`src/design/nsq_pkg.sv`:
```
// Shared types and constants for the nine-slice quad generator.
`timescale 1ns / 1ps

package nsq_pkg;

  localparam int unsigned NUM_QUADS = 9;
  localparam int unsigned QIDX_W    = 4;
  localparam logic [QIDX_W-1:0] LAST_QUAD = 4'd8;

  // Slice grid is 3 by 3
  localparam logic [1:0] LAST_COL = 2'd2;

  localparam int unsigned POS_W    = 16;
  localparam int unsigned SIZE_W   = 15;
  localparam int unsigned MARGIN_W = 14;
  localparam int unsigned TEXEL_W  = 12;
  localparam int unsigned TEX_W    = 17;
  localparam int unsigned COLOR_W  = 32;

  localparam int unsigned CFG_IDX_W  = 4;
  localparam int unsigned CFG_DATA_W = MARGIN_W;

  localparam logic [CFG_IDX_W-1:0] CFG_MARGIN_LEFT   = 4'd0;
  localparam logic [CFG_IDX_W-1:0] CFG_MARGIN_RIGHT  = 4'd1;
  localparam logic [CFG_IDX_W-1:0] CFG_MARGIN_TOP    = 4'd2;
  localparam logic [CFG_IDX_W-1:0] CFG_MARGIN_BOTTOM = 4'd3;
  localparam logic [CFG_IDX_W-1:0] CFG_TEX_LEFT      = 4'd4;
  localparam logic [CFG_IDX_W-1:0] CFG_TEX_TOP       = 4'd5;
  localparam logic [CFG_IDX_W-1:0] CFG_TEX_WIDTH     = 4'd6;
  localparam logic [CFG_IDX_W-1:0] CFG_TEX_HEIGHT    = 4'd7;

  localparam int unsigned Q_DEPTH = 2;
  localparam int unsigned Q_PTR_W = (Q_DEPTH > 1) ? $clog2(Q_DEPTH) : 1;
  localparam int unsigned Q_CNT_W = $clog2(Q_DEPTH + 1);

  // Edges along one axis: screen offsets from the origin (first edge is
  // always zero) and texture edges in Q12.4, wrapped to 17 bits.
  typedef struct packed {
    logic [3:1][SIZE_W-1:0] scr;
    logic [3:0][TEX_W-1:0]  tx;
  } nsq_axis_t;

  typedef struct packed {
    logic [POS_W-1:0]   dx;
    logic [POS_W-1:0]   dy;
    nsq_axis_t          ax;
    nsq_axis_t          ay;
    logic [COLOR_W-1:0] tint;
    logic               degen;
  } nsq_entry_t;

endpackage

```
`src/design/nsq_front.sv`:
```
// Front end: configuration registers and per-request edge computation.
`timescale 1ns / 1ps

module nsq_front (
  input  logic                               clk,
  input  logic                               rst_n,
  input  logic                               cfg_we,
  input  logic [nsq_pkg::CFG_IDX_W-1:0]      cfg_index,
  input  logic [nsq_pkg::CFG_DATA_W-1:0]     cfg_wdata,
  input  logic signed [nsq_pkg::POS_W-1:0]   in_dest_x,
  input  logic signed [nsq_pkg::POS_W-1:0]   in_dest_y,
  input  logic [nsq_pkg::SIZE_W-1:0]         in_box_width,
  input  logic [nsq_pkg::SIZE_W-1:0]         in_box_height,
  input  logic [nsq_pkg::COLOR_W-1:0]        in_tint,
  output nsq_pkg::nsq_entry_t                entry
);

  logic [nsq_pkg::MARGIN_W-1:0] margin_left_r, margin_right_r;
  logic [nsq_pkg::MARGIN_W-1:0] margin_top_r, margin_bottom_r;
  logic [nsq_pkg::TEXEL_W-1:0]  tex_left_r, tex_top_r, tex_width_r, tex_height_r;

  always_ff @(posedge clk) begin
    if (!rst_n) begin
      margin_left_r   <= '0;
      margin_right_r  <= '0;
      margin_top_r    <= '0;
      margin_bottom_r <= '0;
      tex_left_r      <= '0;
      tex_top_r       <= '0;
      tex_width_r     <= '0;
      tex_height_r    <= '0;
    end else if (cfg_we) begin
      unique case (cfg_index)
        nsq_pkg::CFG_MARGIN_LEFT:   margin_left_r   <= cfg_wdata;
        nsq_pkg::CFG_MARGIN_RIGHT:  margin_right_r  <= cfg_wdata;
        nsq_pkg::CFG_MARGIN_TOP:    margin_top_r    <= cfg_wdata;
        nsq_pkg::CFG_MARGIN_BOTTOM: margin_bottom_r <= cfg_wdata;
        nsq_pkg::CFG_TEX_LEFT:      tex_left_r      <= cfg_wdata[nsq_pkg::TEXEL_W-1:0];
        nsq_pkg::CFG_TEX_TOP:       tex_top_r       <= cfg_wdata[nsq_pkg::TEXEL_W-1:0];
        nsq_pkg::CFG_TEX_WIDTH:     tex_width_r     <= cfg_wdata[nsq_pkg::TEXEL_W-1:0];
        nsq_pkg::CFG_TEX_HEIGHT:    tex_height_r    <= cfg_wdata[nsq_pkg::TEXEL_W-1:0];
        default: ;
      endcase
    end
  end

  function automatic nsq_pkg::nsq_axis_t split_axis(
    input logic [nsq_pkg::SIZE_W-1:0]   size,
    input logic [nsq_pkg::MARGIN_W-1:0] m0,
    input logic [nsq_pkg::MARGIN_W-1:0] m1,
    input logic [nsq_pkg::TEXEL_W-1:0]  org,
    input logic [nsq_pkg::TEXEL_W-1:0]  tsz
  );
    nsq_pkg::nsq_axis_t        a;
    logic [nsq_pkg::SIZE_W-1:0] msum;
    logic [nsq_pkg::TEX_W-1:0]  torg;
    logic [nsq_pkg::TEX_W-1:0]  tsize;
    logic [nsq_pkg::TEX_W-1:0]  tm0;
    logic [nsq_pkg::TEX_W-1:0]  tm1;
    // Two 14-bit margins never overflow 15 bits, so the test is exact
    msum  = {1'b0, m0} + {1'b0, m1};
    torg  = {1'b0, org, 4'b0000};
    tsize = {1'b0, tsz, 4'b0000};
    tm0   = {3'b000, m0};
    tm1   = {3'b000, m1};
    a.scr[3] = size;
    if (size < msum) begin
      a.scr[1] = {1'b0, size[nsq_pkg::SIZE_W-1:1]};
      a.scr[2] = {1'b0, size[nsq_pkg::SIZE_W-1:1]};
    end else begin
      a.scr[1] = {1'b0, m0};
      a.scr[2] = size - {1'b0, m1};
    end
    a.tx[0] = torg;
    a.tx[1] = torg + tm0;
    a.tx[2] = torg + tsize - tm1;
    a.tx[3] = torg + tsize;
    return a;
  endfunction

  always_comb begin
    entry.dx    = in_dest_x;
    entry.dy    = in_dest_y;
    entry.tint  = in_tint;
    entry.ax    = split_axis(in_box_width, margin_left_r, margin_right_r,
                             tex_left_r, tex_width_r);
    entry.ay    = split_axis(in_box_height, margin_top_r, margin_bottom_r,
                             tex_top_r, tex_height_r);
    entry.degen = (in_box_width == '0) || (in_box_height == '0) ||
                  (tex_width_r == '0);
  end

endmodule

```
`src/design/nsq_queue.sv`:
```
// Short queue of classified requests between front and back end.
`timescale 1ns / 1ps

module nsq_queue (
  input  logic                clk,
  input  logic                rst_n,
  input  logic                push,
  input  nsq_pkg::nsq_entry_t din,
  input  logic                pop,
  output nsq_pkg::nsq_entry_t dout,
  output logic                empty,
  output logic                full
);

  nsq_pkg::nsq_entry_t               slot_r [nsq_pkg::Q_DEPTH];
  logic [nsq_pkg::Q_PTR_W-1:0]       wr_ptr_r, wr_ptr_nxt;
  logic [nsq_pkg::Q_PTR_W-1:0]       rd_ptr_r, rd_ptr_nxt;
  logic [nsq_pkg::Q_CNT_W-1:0]       count_r, count_nxt;

  localparam logic [nsq_pkg::Q_PTR_W-1:0] PTR_LAST = nsq_pkg::Q_PTR_W'(nsq_pkg::Q_DEPTH - 1);
  localparam logic [nsq_pkg::Q_CNT_W-1:0] CNT_FULL = nsq_pkg::Q_CNT_W'(nsq_pkg::Q_DEPTH);

  assign empty = (count_r == '0);
  assign full  = (count_r == CNT_FULL);
  assign dout  = slot_r[rd_ptr_r];

  always_comb begin
    wr_ptr_nxt = wr_ptr_r;
    rd_ptr_nxt = rd_ptr_r;
    count_nxt  = count_r;
    if (push) begin
      wr_ptr_nxt = (wr_ptr_r == PTR_LAST) ? '0 : wr_ptr_r + 1'b1;
    end
    if (pop) begin
      rd_ptr_nxt = (rd_ptr_r == PTR_LAST) ? '0 : rd_ptr_r + 1'b1;
    end
    if (push && !pop) begin
      count_nxt = count_r + 1'b1;
    end else if (pop && !push) begin
      count_nxt = count_r - 1'b1;
    end
  end

  always_ff @(posedge clk) begin
    if (!rst_n) begin
      wr_ptr_r <= '0;
      rd_ptr_r <= '0;
      count_r  <= '0;
    end else begin
      wr_ptr_r <= wr_ptr_nxt;
      rd_ptr_r <= rd_ptr_nxt;
      count_r  <= count_nxt;
    end
  end

  always_ff @(posedge clk) begin
    if (push) begin
      slot_r[wr_ptr_r] <= din;
    end
  end

endmodule

```
`src/design/nsq_back.sv`:
```
// Back end: steps through the nine slices of the head request, one a cycle.
`timescale 1ns / 1ps

module nsq_back (
  input  logic                               clk,
  input  logic                               rst_n,
  input  nsq_pkg::nsq_entry_t                head,
  input  logic                               head_valid,
  output logic                               pop,
  output logic                               out_valid,
  output logic [nsq_pkg::QIDX_W-1:0]         out_quad_index,
  output logic signed [nsq_pkg::POS_W-1:0]   out_dst_left,
  output logic signed [nsq_pkg::POS_W-1:0]   out_dst_upper,
  output logic [nsq_pkg::SIZE_W-1:0]         out_dst_span_x,
  output logic [nsq_pkg::SIZE_W-1:0]         out_dst_span_y,
  output logic signed [nsq_pkg::TEX_W-1:0]   out_src_left,
  output logic signed [nsq_pkg::TEX_W-1:0]   out_src_upper,
  output logic signed [nsq_pkg::TEX_W-1:0]   out_src_span_x,
  output logic signed [nsq_pkg::TEX_W-1:0]   out_src_span_y,
  output logic [nsq_pkg::COLOR_W-1:0]        out_quad_color,
  output logic                               out_last
);

  logic [1:0]                  col_r, col_nxt, row_r, row_nxt;
  logic [nsq_pkg::QIDX_W-1:0]  idx_r, idx_nxt;
  logic                        valid_r;

  logic [nsq_pkg::POS_W-1:0]   dst_left_r, dst_upper_r;
  logic [nsq_pkg::SIZE_W-1:0]  span_x_r, span_y_r;
  logic [nsq_pkg::TEX_W-1:0]   src_left_r, src_upper_r, src_span_x_r, src_span_y_r;
  logic [nsq_pkg::COLOR_W-1:0] color_r;
  logic [nsq_pkg::QIDX_W-1:0]  qidx_r;
  logic                        last_r;

  logic [3:0][nsq_pkg::SIZE_W-1:0] xe, ye;
  logic [1:0]                      col_p1, row_p1;
  logic [nsq_pkg::SIZE_W-1:0]      sw, sh;
  logic                            suppress;

  assign xe     = {head.ax.scr[3], head.ax.scr[2], head.ax.scr[1], {nsq_pkg::SIZE_W{1'b0}}};
  assign ye     = {head.ay.scr[3], head.ay.scr[2], head.ay.scr[1], {nsq_pkg::SIZE_W{1'b0}}};
  assign col_p1 = col_r + 2'd1;
  assign row_p1 = row_r + 2'd1;
  assign sw     = xe[col_p1] - xe[col_r];
  assign sh     = ye[row_p1] - ye[row_r];
  // Spans are never negative here, so "not positive" means zero
  assign suppress = head.degen || (sw == '0) || (sh == '0);
  assign pop      = head_valid && (idx_r == nsq_pkg::LAST_QUAD);

  always_comb begin
    col_nxt = col_r;
    row_nxt = row_r;
    idx_nxt = idx_r;
    if (head_valid) begin
      if (pop) begin
        col_nxt = '0;
        row_nxt = '0;
        idx_nxt = '0;
      end else if (col_r == nsq_pkg::LAST_COL) begin
        col_nxt = '0;
        row_nxt = row_r + 2'd1;
        idx_nxt = idx_r + 1'b1;
      end else begin
        col_nxt = col_r + 2'd1;
        idx_nxt = idx_r + 1'b1;
      end
    end
  end

  always_ff @(posedge clk) begin
    if (!rst_n) begin
      col_r   <= '0;
      row_r   <= '0;
      idx_r   <= '0;
      valid_r <= 1'b0;
    end else begin
      col_r   <= col_nxt;
      row_r   <= row_nxt;
      idx_r   <= idx_nxt;
      valid_r <= head_valid;
    end
  end

  always_ff @(posedge clk) begin
    if (head_valid) begin
      qidx_r  <= idx_r;
      last_r  <= (idx_r == nsq_pkg::LAST_QUAD);
      color_r <= head.tint;
      if (suppress) begin
        dst_left_r   <= '0;
        dst_upper_r  <= '0;
        span_x_r     <= '0;
        span_y_r     <= '0;
        src_left_r   <= '0;
        src_upper_r  <= '0;
        src_span_x_r <= '0;
        src_span_y_r <= '0;
      end else begin
        dst_left_r   <= head.dx + {1'b0, xe[col_r]};
        dst_upper_r  <= head.dy + {1'b0, ye[row_r]};
        span_x_r     <= sw;
        span_y_r     <= sh;
        src_left_r   <= head.ax.tx[col_r];
        src_upper_r  <= head.ay.tx[row_r];
        src_span_x_r <= head.ax.tx[col_p1] - head.ax.tx[col_r];
        src_span_y_r <= head.ay.tx[row_p1] - head.ay.tx[row_r];
      end
    end
  end

  assign out_valid      = valid_r;
  assign out_quad_index = qidx_r;
  assign out_dst_left   = $signed(dst_left_r);
  assign out_dst_upper  = $signed(dst_upper_r);
  assign out_dst_span_x = span_x_r;
  assign out_dst_span_y = span_y_r;
  assign out_src_left   = $signed(src_left_r);
  assign out_src_upper  = $signed(src_upper_r);
  assign out_src_span_x = $signed(src_span_x_r);
  assign out_src_span_y = $signed(src_span_y_r);
  assign out_quad_color = color_r;
  assign out_last       = last_r;

endmodule

```
`src/design/nine_slice_quad_generator_core.sv`:
```
// Top level of the nine-slice quad generator: front end, queue, back end.
// An item accepted into an empty queue is written into a queue slot, then the
// back end registers its first quad on the result ports; the other eight
// follow back to back. Throughput: the back-end slice sequencer drives one
// quad per cycle while the queue holds an item; a two-entry queue lets the
// next item in. Reset (rst_n low, synchronous) clears the config registers,
// the sequencer and the queue; the receiver cannot stall the output.
`timescale 1ns / 1ps

module nine_slice_quad_generator_core (
  input  logic                               clk,
  input  logic                               rst_n,
  input  logic                               cfg_we,
  input  logic [nsq_pkg::CFG_IDX_W-1:0]      cfg_index,
  input  logic [nsq_pkg::CFG_DATA_W-1:0]     cfg_wdata,
  input  logic                               start,
  output logic                               busy,
  input  logic signed [nsq_pkg::POS_W-1:0]   in_dest_x,
  input  logic signed [nsq_pkg::POS_W-1:0]   in_dest_y,
  input  logic [nsq_pkg::SIZE_W-1:0]         in_box_width,
  input  logic [nsq_pkg::SIZE_W-1:0]         in_box_height,
  input  logic [nsq_pkg::COLOR_W-1:0]        in_tint,
  output logic                               out_valid,
  output logic [nsq_pkg::QIDX_W-1:0]         out_quad_index,
  output logic signed [nsq_pkg::POS_W-1:0]   out_dst_left,
  output logic signed [nsq_pkg::POS_W-1:0]   out_dst_upper,
  output logic [nsq_pkg::SIZE_W-1:0]         out_dst_span_x,
  output logic [nsq_pkg::SIZE_W-1:0]         out_dst_span_y,
  output logic signed [nsq_pkg::TEX_W-1:0]   out_src_left,
  output logic signed [nsq_pkg::TEX_W-1:0]   out_src_upper,
  output logic signed [nsq_pkg::TEX_W-1:0]   out_src_span_x,
  output logic signed [nsq_pkg::TEX_W-1:0]   out_src_span_y,
  output logic [nsq_pkg::COLOR_W-1:0]        out_quad_color,
  output logic                               out_last
);

  nsq_pkg::nsq_entry_t front_entry, head_entry;
  logic                q_full, q_empty, q_pop, accept;

  assign busy   = q_full;
  assign accept = start && !q_full;

  nsq_front u_front (
    .clk           (clk),
    .rst_n         (rst_n),
    .cfg_we        (cfg_we),
    .cfg_index     (cfg_index),
    .cfg_wdata     (cfg_wdata),
    .in_dest_x     (in_dest_x),
    .in_dest_y     (in_dest_y),
    .in_box_width  (in_box_width),
    .in_box_height (in_box_height),
    .in_tint       (in_tint),
    .entry         (front_entry)
  );

  nsq_queue u_queue (
    .clk   (clk),
    .rst_n (rst_n),
    .push  (accept),
    .din   (front_entry),
    .pop   (q_pop),
    .dout  (head_entry),
    .empty (q_empty),
    .full  (q_full)
  );

  nsq_back u_back (
    .clk            (clk),
    .rst_n          (rst_n),
    .head           (head_entry),
    .head_valid     (!q_empty),
    .pop            (q_pop),
    .out_valid      (out_valid),
    .out_quad_index (out_quad_index),
    .out_dst_left   (out_dst_left),
    .out_dst_upper  (out_dst_upper),
    .out_dst_span_x (out_dst_span_x),
    .out_dst_span_y (out_dst_span_y),
    .out_src_left   (out_src_left),
    .out_src_upper  (out_src_upper),
    .out_src_span_x (out_src_span_x),
    .out_src_span_y (out_src_span_y),
    .out_quad_color (out_quad_color),
    .out_last       (out_last)
  );

endmodule

```
`config.mk`:
```
export PLATFORM = sky130hd
export DESIGN_NAME = nine_slice_quad_generator_core
export DESIGN_NICKNAME = d
export VERILOG_FILES = /design/src/design/nsq_pkg.sv /design/src/design/nsq_front.sv /design/src/design/nsq_queue.sv /design/src/design/nsq_back.sv /design/src/design/nine_slice_quad_generator_core.sv
export SDC_FILE = /design/constraint.sdc
export NUM_CORES = 2
export LEC_CHECK = 0
export BUFFER_PORTS_ARGS = -buffer_cell sky130_fd_sc_hd__buf_2
export CORE_UTILIZATION = 45
export CTS_BUF_LIST = sky130_fd_sc_hd__clkbuf_4 sky130_fd_sc_hd__clkbuf_8
export DETAILED_ROUTE_END_ITERATION = 10
export PLACE_DENSITY = 0.69
export SLEW_MARGIN = 25
export SYNTH_ARGS = -nofsm -noshare
export SYNTH_HDL_FRONTEND = slang
export SYNTH_SLANG_ARGS = --single-unit
```
`constraint.sdc`:
```
create_clock -name clk -period 23.1 [get_ports clk]
set_clock_uncertainty 0.15 [all_clocks]
set_input_delay 1.155 -clock clk [delete_from_list [all_inputs] [get_ports clk]]
set_output_delay 1.155 -clock clk [all_outputs]
set_load 0.05 [all_outputs]
```
==> metrics.md <==
| Metric | Value |
|---|---|
| Outcome | `complete, no violations` |
| CP top delay family | `compound AO/OA/AOI/OAI gates` |
| Clk slew on worst S/H paths | `0.06 ns` |
| Critical path fanouts, max | `74` |
| Fmax | `132 MHz` |
| Final Hold Vio Count | `0` |
| GR Layer Usage met3 | `0.0494` |
| Pre-antenna DRT Iters | `6` |
| WL/cell | `21.1 um` |
| CTS Sinks | `827` |
| Final hold slack | `0.336 ns` |
| NumNets Final | `4,176` |
| Final wirelength | `109,000 um` |
| Filler Cells Inserted | `8,151` |
| WHS Path Cells | `2` |
| CP cell instances | `clkinv_1 -> ha_2 -> buf_4 -> nand2_1 -> o21ai_0 -> o22a_1 -> ha_1 -> inv_1 -> fa_1 -> a211oi_2 -> o2111a_1 -> o31ai_1 -> a211oi_1 -> o2111ai_1 -> a2111o_1 -> o21ai_1 -> or2_4 -> buf_4 -> and4b_1` |
| Unique masters post-synth | `80` |
| CORE AREA | `95,400 sq um` |
| Slowest Stage Delay on Critical Path | `0.86 ns` |
| Placed Area | `46,300 sq um` |
| Hold/Removal Path Class | `reg -> reg` |
| I/O pin count | `285` |
| Clock Root Buffer | `clkbuf_8` |
| Commonest non-fill, non-tap cells in the layout | `edfxtp_1, nand2_1, buf_2` |
| Pin slew with the least headroom to its limit | `1.03 ns` |
| Number of DRC markers in iteration 0 | `2,368` |
| Ys async rst share | `0` |
| Relative slew slack | `0.314` |
| Setup TNS | `0 ns` |
| Initial Util | `0.456` |
| Total track usage | `0.220` |
| Final slew viol count | `0` |
| Crit path DAT | `7.98 ns` |
| Pin count of the biggest net entering global routing | `173` |
| Maximum clock insertion buffer count | `3` |
| Number of global-route vias before repair | `28,500` |
| Buf/Inv on CP | `4` |
| Port Buffers | `284` |
| RSZ-0062 raised after global routing | `no` |
| Met2 usage | `0.345` |
| Final min period | `7.58 ns` |
| Number of vias per cell | `5.65` |
| Syn nets | `3,855` |
| Worst-Skew Late Latency | `0.82 ns` |
| Final Instance Area | `49,300 sq um` |
| Leakage | `18.4 nW` |
| Worst r2r path cells | `19` |
| Met1 usage | `0.302` |
| Clock buffer count from CTS | `143` |
| Post-synth EDFFs | `709` |
| Yosys warns | `0` |
| Seq/Total Area, Yosys | `0.543` |
| Seq cells post-synth | `827` |
| GPL Wtd Cong | `0.897` |
| GR Overflow Total | `0` |
| Via count | `29,300` |
| CP most frequent cell | `buf_4` |
| Cell Pwr Density | `89.0 nW/um^2` |
| Peak VDD IR | `49.0 uV` |
| Tcrit/Tclk final | `0.328` |
| Grt peak-use layer | `met2` |
| Crit path capture type | `flip-flop` |
| First-pass GRT wire length | `166,000 um` |
| Residual DRC | `0` |
| Post-synth top flop | `edfxtp_1` |
| CP max-delay cell | `or2_4` |
| Die width | `313 um` |
| Final setup vio count | `0` |
| Post-detailed-placement half-perimeter wirelength | `76,200 um` |
| Critical Path Source Type | `flip-flop` |
| Die area | `98,000 sq um` |
| CTS tree | `built` |
| Commonest non-fill, non-tap cell in the layout | `edfxtp_1` |
| Post-CTS setup buffer count | `0` |
| Hold Buf Count CTS | `0` |
| Post-DRT Antenna Nets | `0` |
| Max capacitance violation total | `0` |
| H-tree Lvls | `4` |
| Die height | `313 um` |
| Synth Cell Area | `43,500 sq um` |
| CP Class | `reg -> reg` |
| Initial antenna violation count | `18` |
| Worst Path Required | `23.51 ns` |
| Cell depth of the worst setup path | `19` |
| Mean post-synth cell area | `12.5 sq um` |
| Area Growth Syn to Fin | `13.2%` |
| Post-cts sizing count | `0` |
| Share of post-route cells with drive strength above 1 | `0.215` |
| Num rows | `113` |
| Cells after Synth | `3,479` |
| Total power draw | `4.38 mW` |
[kinds of logic (layout without fill, tap and decap cells)]
| kind of cell | Yosys count | count (layout) | synth area share |
|---|---|---|---|
| other | 0 | 7 | 0 |
| xor gates and xnor gates | 158 | 158 | 0.0318 |
| DFF | 827 | 827 | 0.543 |
| muxes | 433 | 433 | 0.132 |
| adders and majority gates | 260 | 260 | 0.0771 |
| AOI/OAI and AO/OA | 575 | 575 | 0.0883 |
| and+or+nand+nor | 932 | 932 | 0.101 |
| buffers and inverters | 294 | 727 | 0.0263 |
[routing by layer]
layer	routed length, um	up-vias
li1	-	13700
met1	48000	14400
met2	50200	994
met3	8210	184
met4	2670	20
met5	127	-
[cells in the mapped netlist, drive strengths merged (17+ instances only)]
| cell | instances | area share |
|---|---|---|
| edfxtp | 709 | 0.49 |
| nand2 | 312 | 0.027 |
| ha | 246 | 0.071 |
| nor2 | 230 | 0.020 |
| mux2i | 168 | 0.039 |
| mux2 | 167 | 0.043 |
| inv | 154 | 0.013 |
| dfxtp | 118 | 0.054 |
| o21ai | 118 | 0.014 |
| a21oi | 116 | 0.013 |
| nor2b | 108 | 0.016 |
| xnor2 | 100 | 0.020 |
| mux4 | 98 | 0.051 |
| clkbuf | 91 | 0.0078 |
| nor3 | 78 | 0.0090 |
| a21boi | 59 | 0.010 |
| xor2 | 58 | 0.012 |
| buf | 47 | 0.0050 |
| nand3 | 47 | 0.0054 |
| a21o | 32 | 0.0055 |
| o21a | 31 | 0.0053 |
| o22ai | 28 | 0.0040 |
| a32oi | 27 | 0.0054 |
| or3 | 27 | 0.0039 |
| nand2b | 25 | 0.0036 |
| o211ai | 20 | 0.0034 |
| a31oi | 19 | 0.0027 |
| a211oi | 18 | 0.0032 |
| nor4 | 17 | 0.0024 |
[layout make-up]
type | count | area, sq um | share of cell area
diodes | 7 | 17.5 | 0.000355
clock buffers | 203 | 2520 | 0.0512
clock inverters | 54 | 349 | 0.00708
inverters | 156 | 593 | 0.0120
multi-input cells | 2358 | 18800 | 0.382
flip-flops and latches | 827 | 23700 | 0.480
well taps | 1265 | 1580 | 0.0321
repair buffers | 314 | 1740 | 0.0353
[tightest hold or removal path: stages, from the launching register on]
cell,delay (ns)
dfxtp_1,0.32
nand2_1,0.05
a21boi_0,0.06
[registers in the layout, summed over array words and instances (netlist names), 12 cells and up, named ones only]
register                 cells
u_queue.slot_r             542
u_back.out_dst_span_x       15
u_front.margin_right_r      14
u_back.out_src_span_x       17
u_front.tex_height_r        12
u_front.tex_width_r         12
u_front.tex_left_r          12
u_front.margin_bottom_r     14
u_back.out_src_left         17
u_back.out_src_span_y       17
u_back.out_quad_color       32
u_back.out_dst_upper        16
u_front.tex_top_r           12
u_front.margin_left_r       14
u_front.margin_top_r        14
u_back.out_dst_span_y       15
u_back.out_src_upper        17
u_back.out_dst_left         16
[path summary, 6_finish.rpt]
check	startpoint	slack, ns	end
max reg2reg	u_back.col_r[0]$_SDFFE_PN0N_	15.52	u_back.out_src_span_x[3]$_SDFFCE_PP0N_
min reg2reg	u_front.margin_bottom_r[4]$_SDFFE_PN0P_	0.34	u_front.margin_bottom_r[4]$_SDFFE_PN0P_
max	u_back.col_r[0]$_SDFFE_PN0N_	15.52	u_back.out_src_span_x[3]$_SDFFCE_PP0N_
min	u_front.margin_bottom_r[4]$_SDFFE_PN0P_	0.34	u_front.margin_bottom_r[4]$_SDFFE_PN0P_
[metrics by stage]
| stage | utilization | std cells | setup WS [ns] |
|---|---|---|---|
| floorplan | - | 3479 | 9.51 |
| global placement | 0.485 | 4917 | 15.34 |
| detailed placement | 0.485 | 4917 | 15.26 |
| CTS | 0.515 | 5174 | 15.25 |
| global route | 0.516 | 5181 | 15.00 |
| finish | 0.516 | 5184 | 15.52 |
[where the power goes]
group          switching (mW)  total, mW  leakage [nW]  internal, mW
Combinational           0.783       1.16          9.11         0.374
Clock                   0.596       1.34          1.52         0.747
Sequential             0.0597       1.88          7.80          1.82
Total                    1.44       4.38          18.4          2.94
Power figures use the tool's default switching activity.
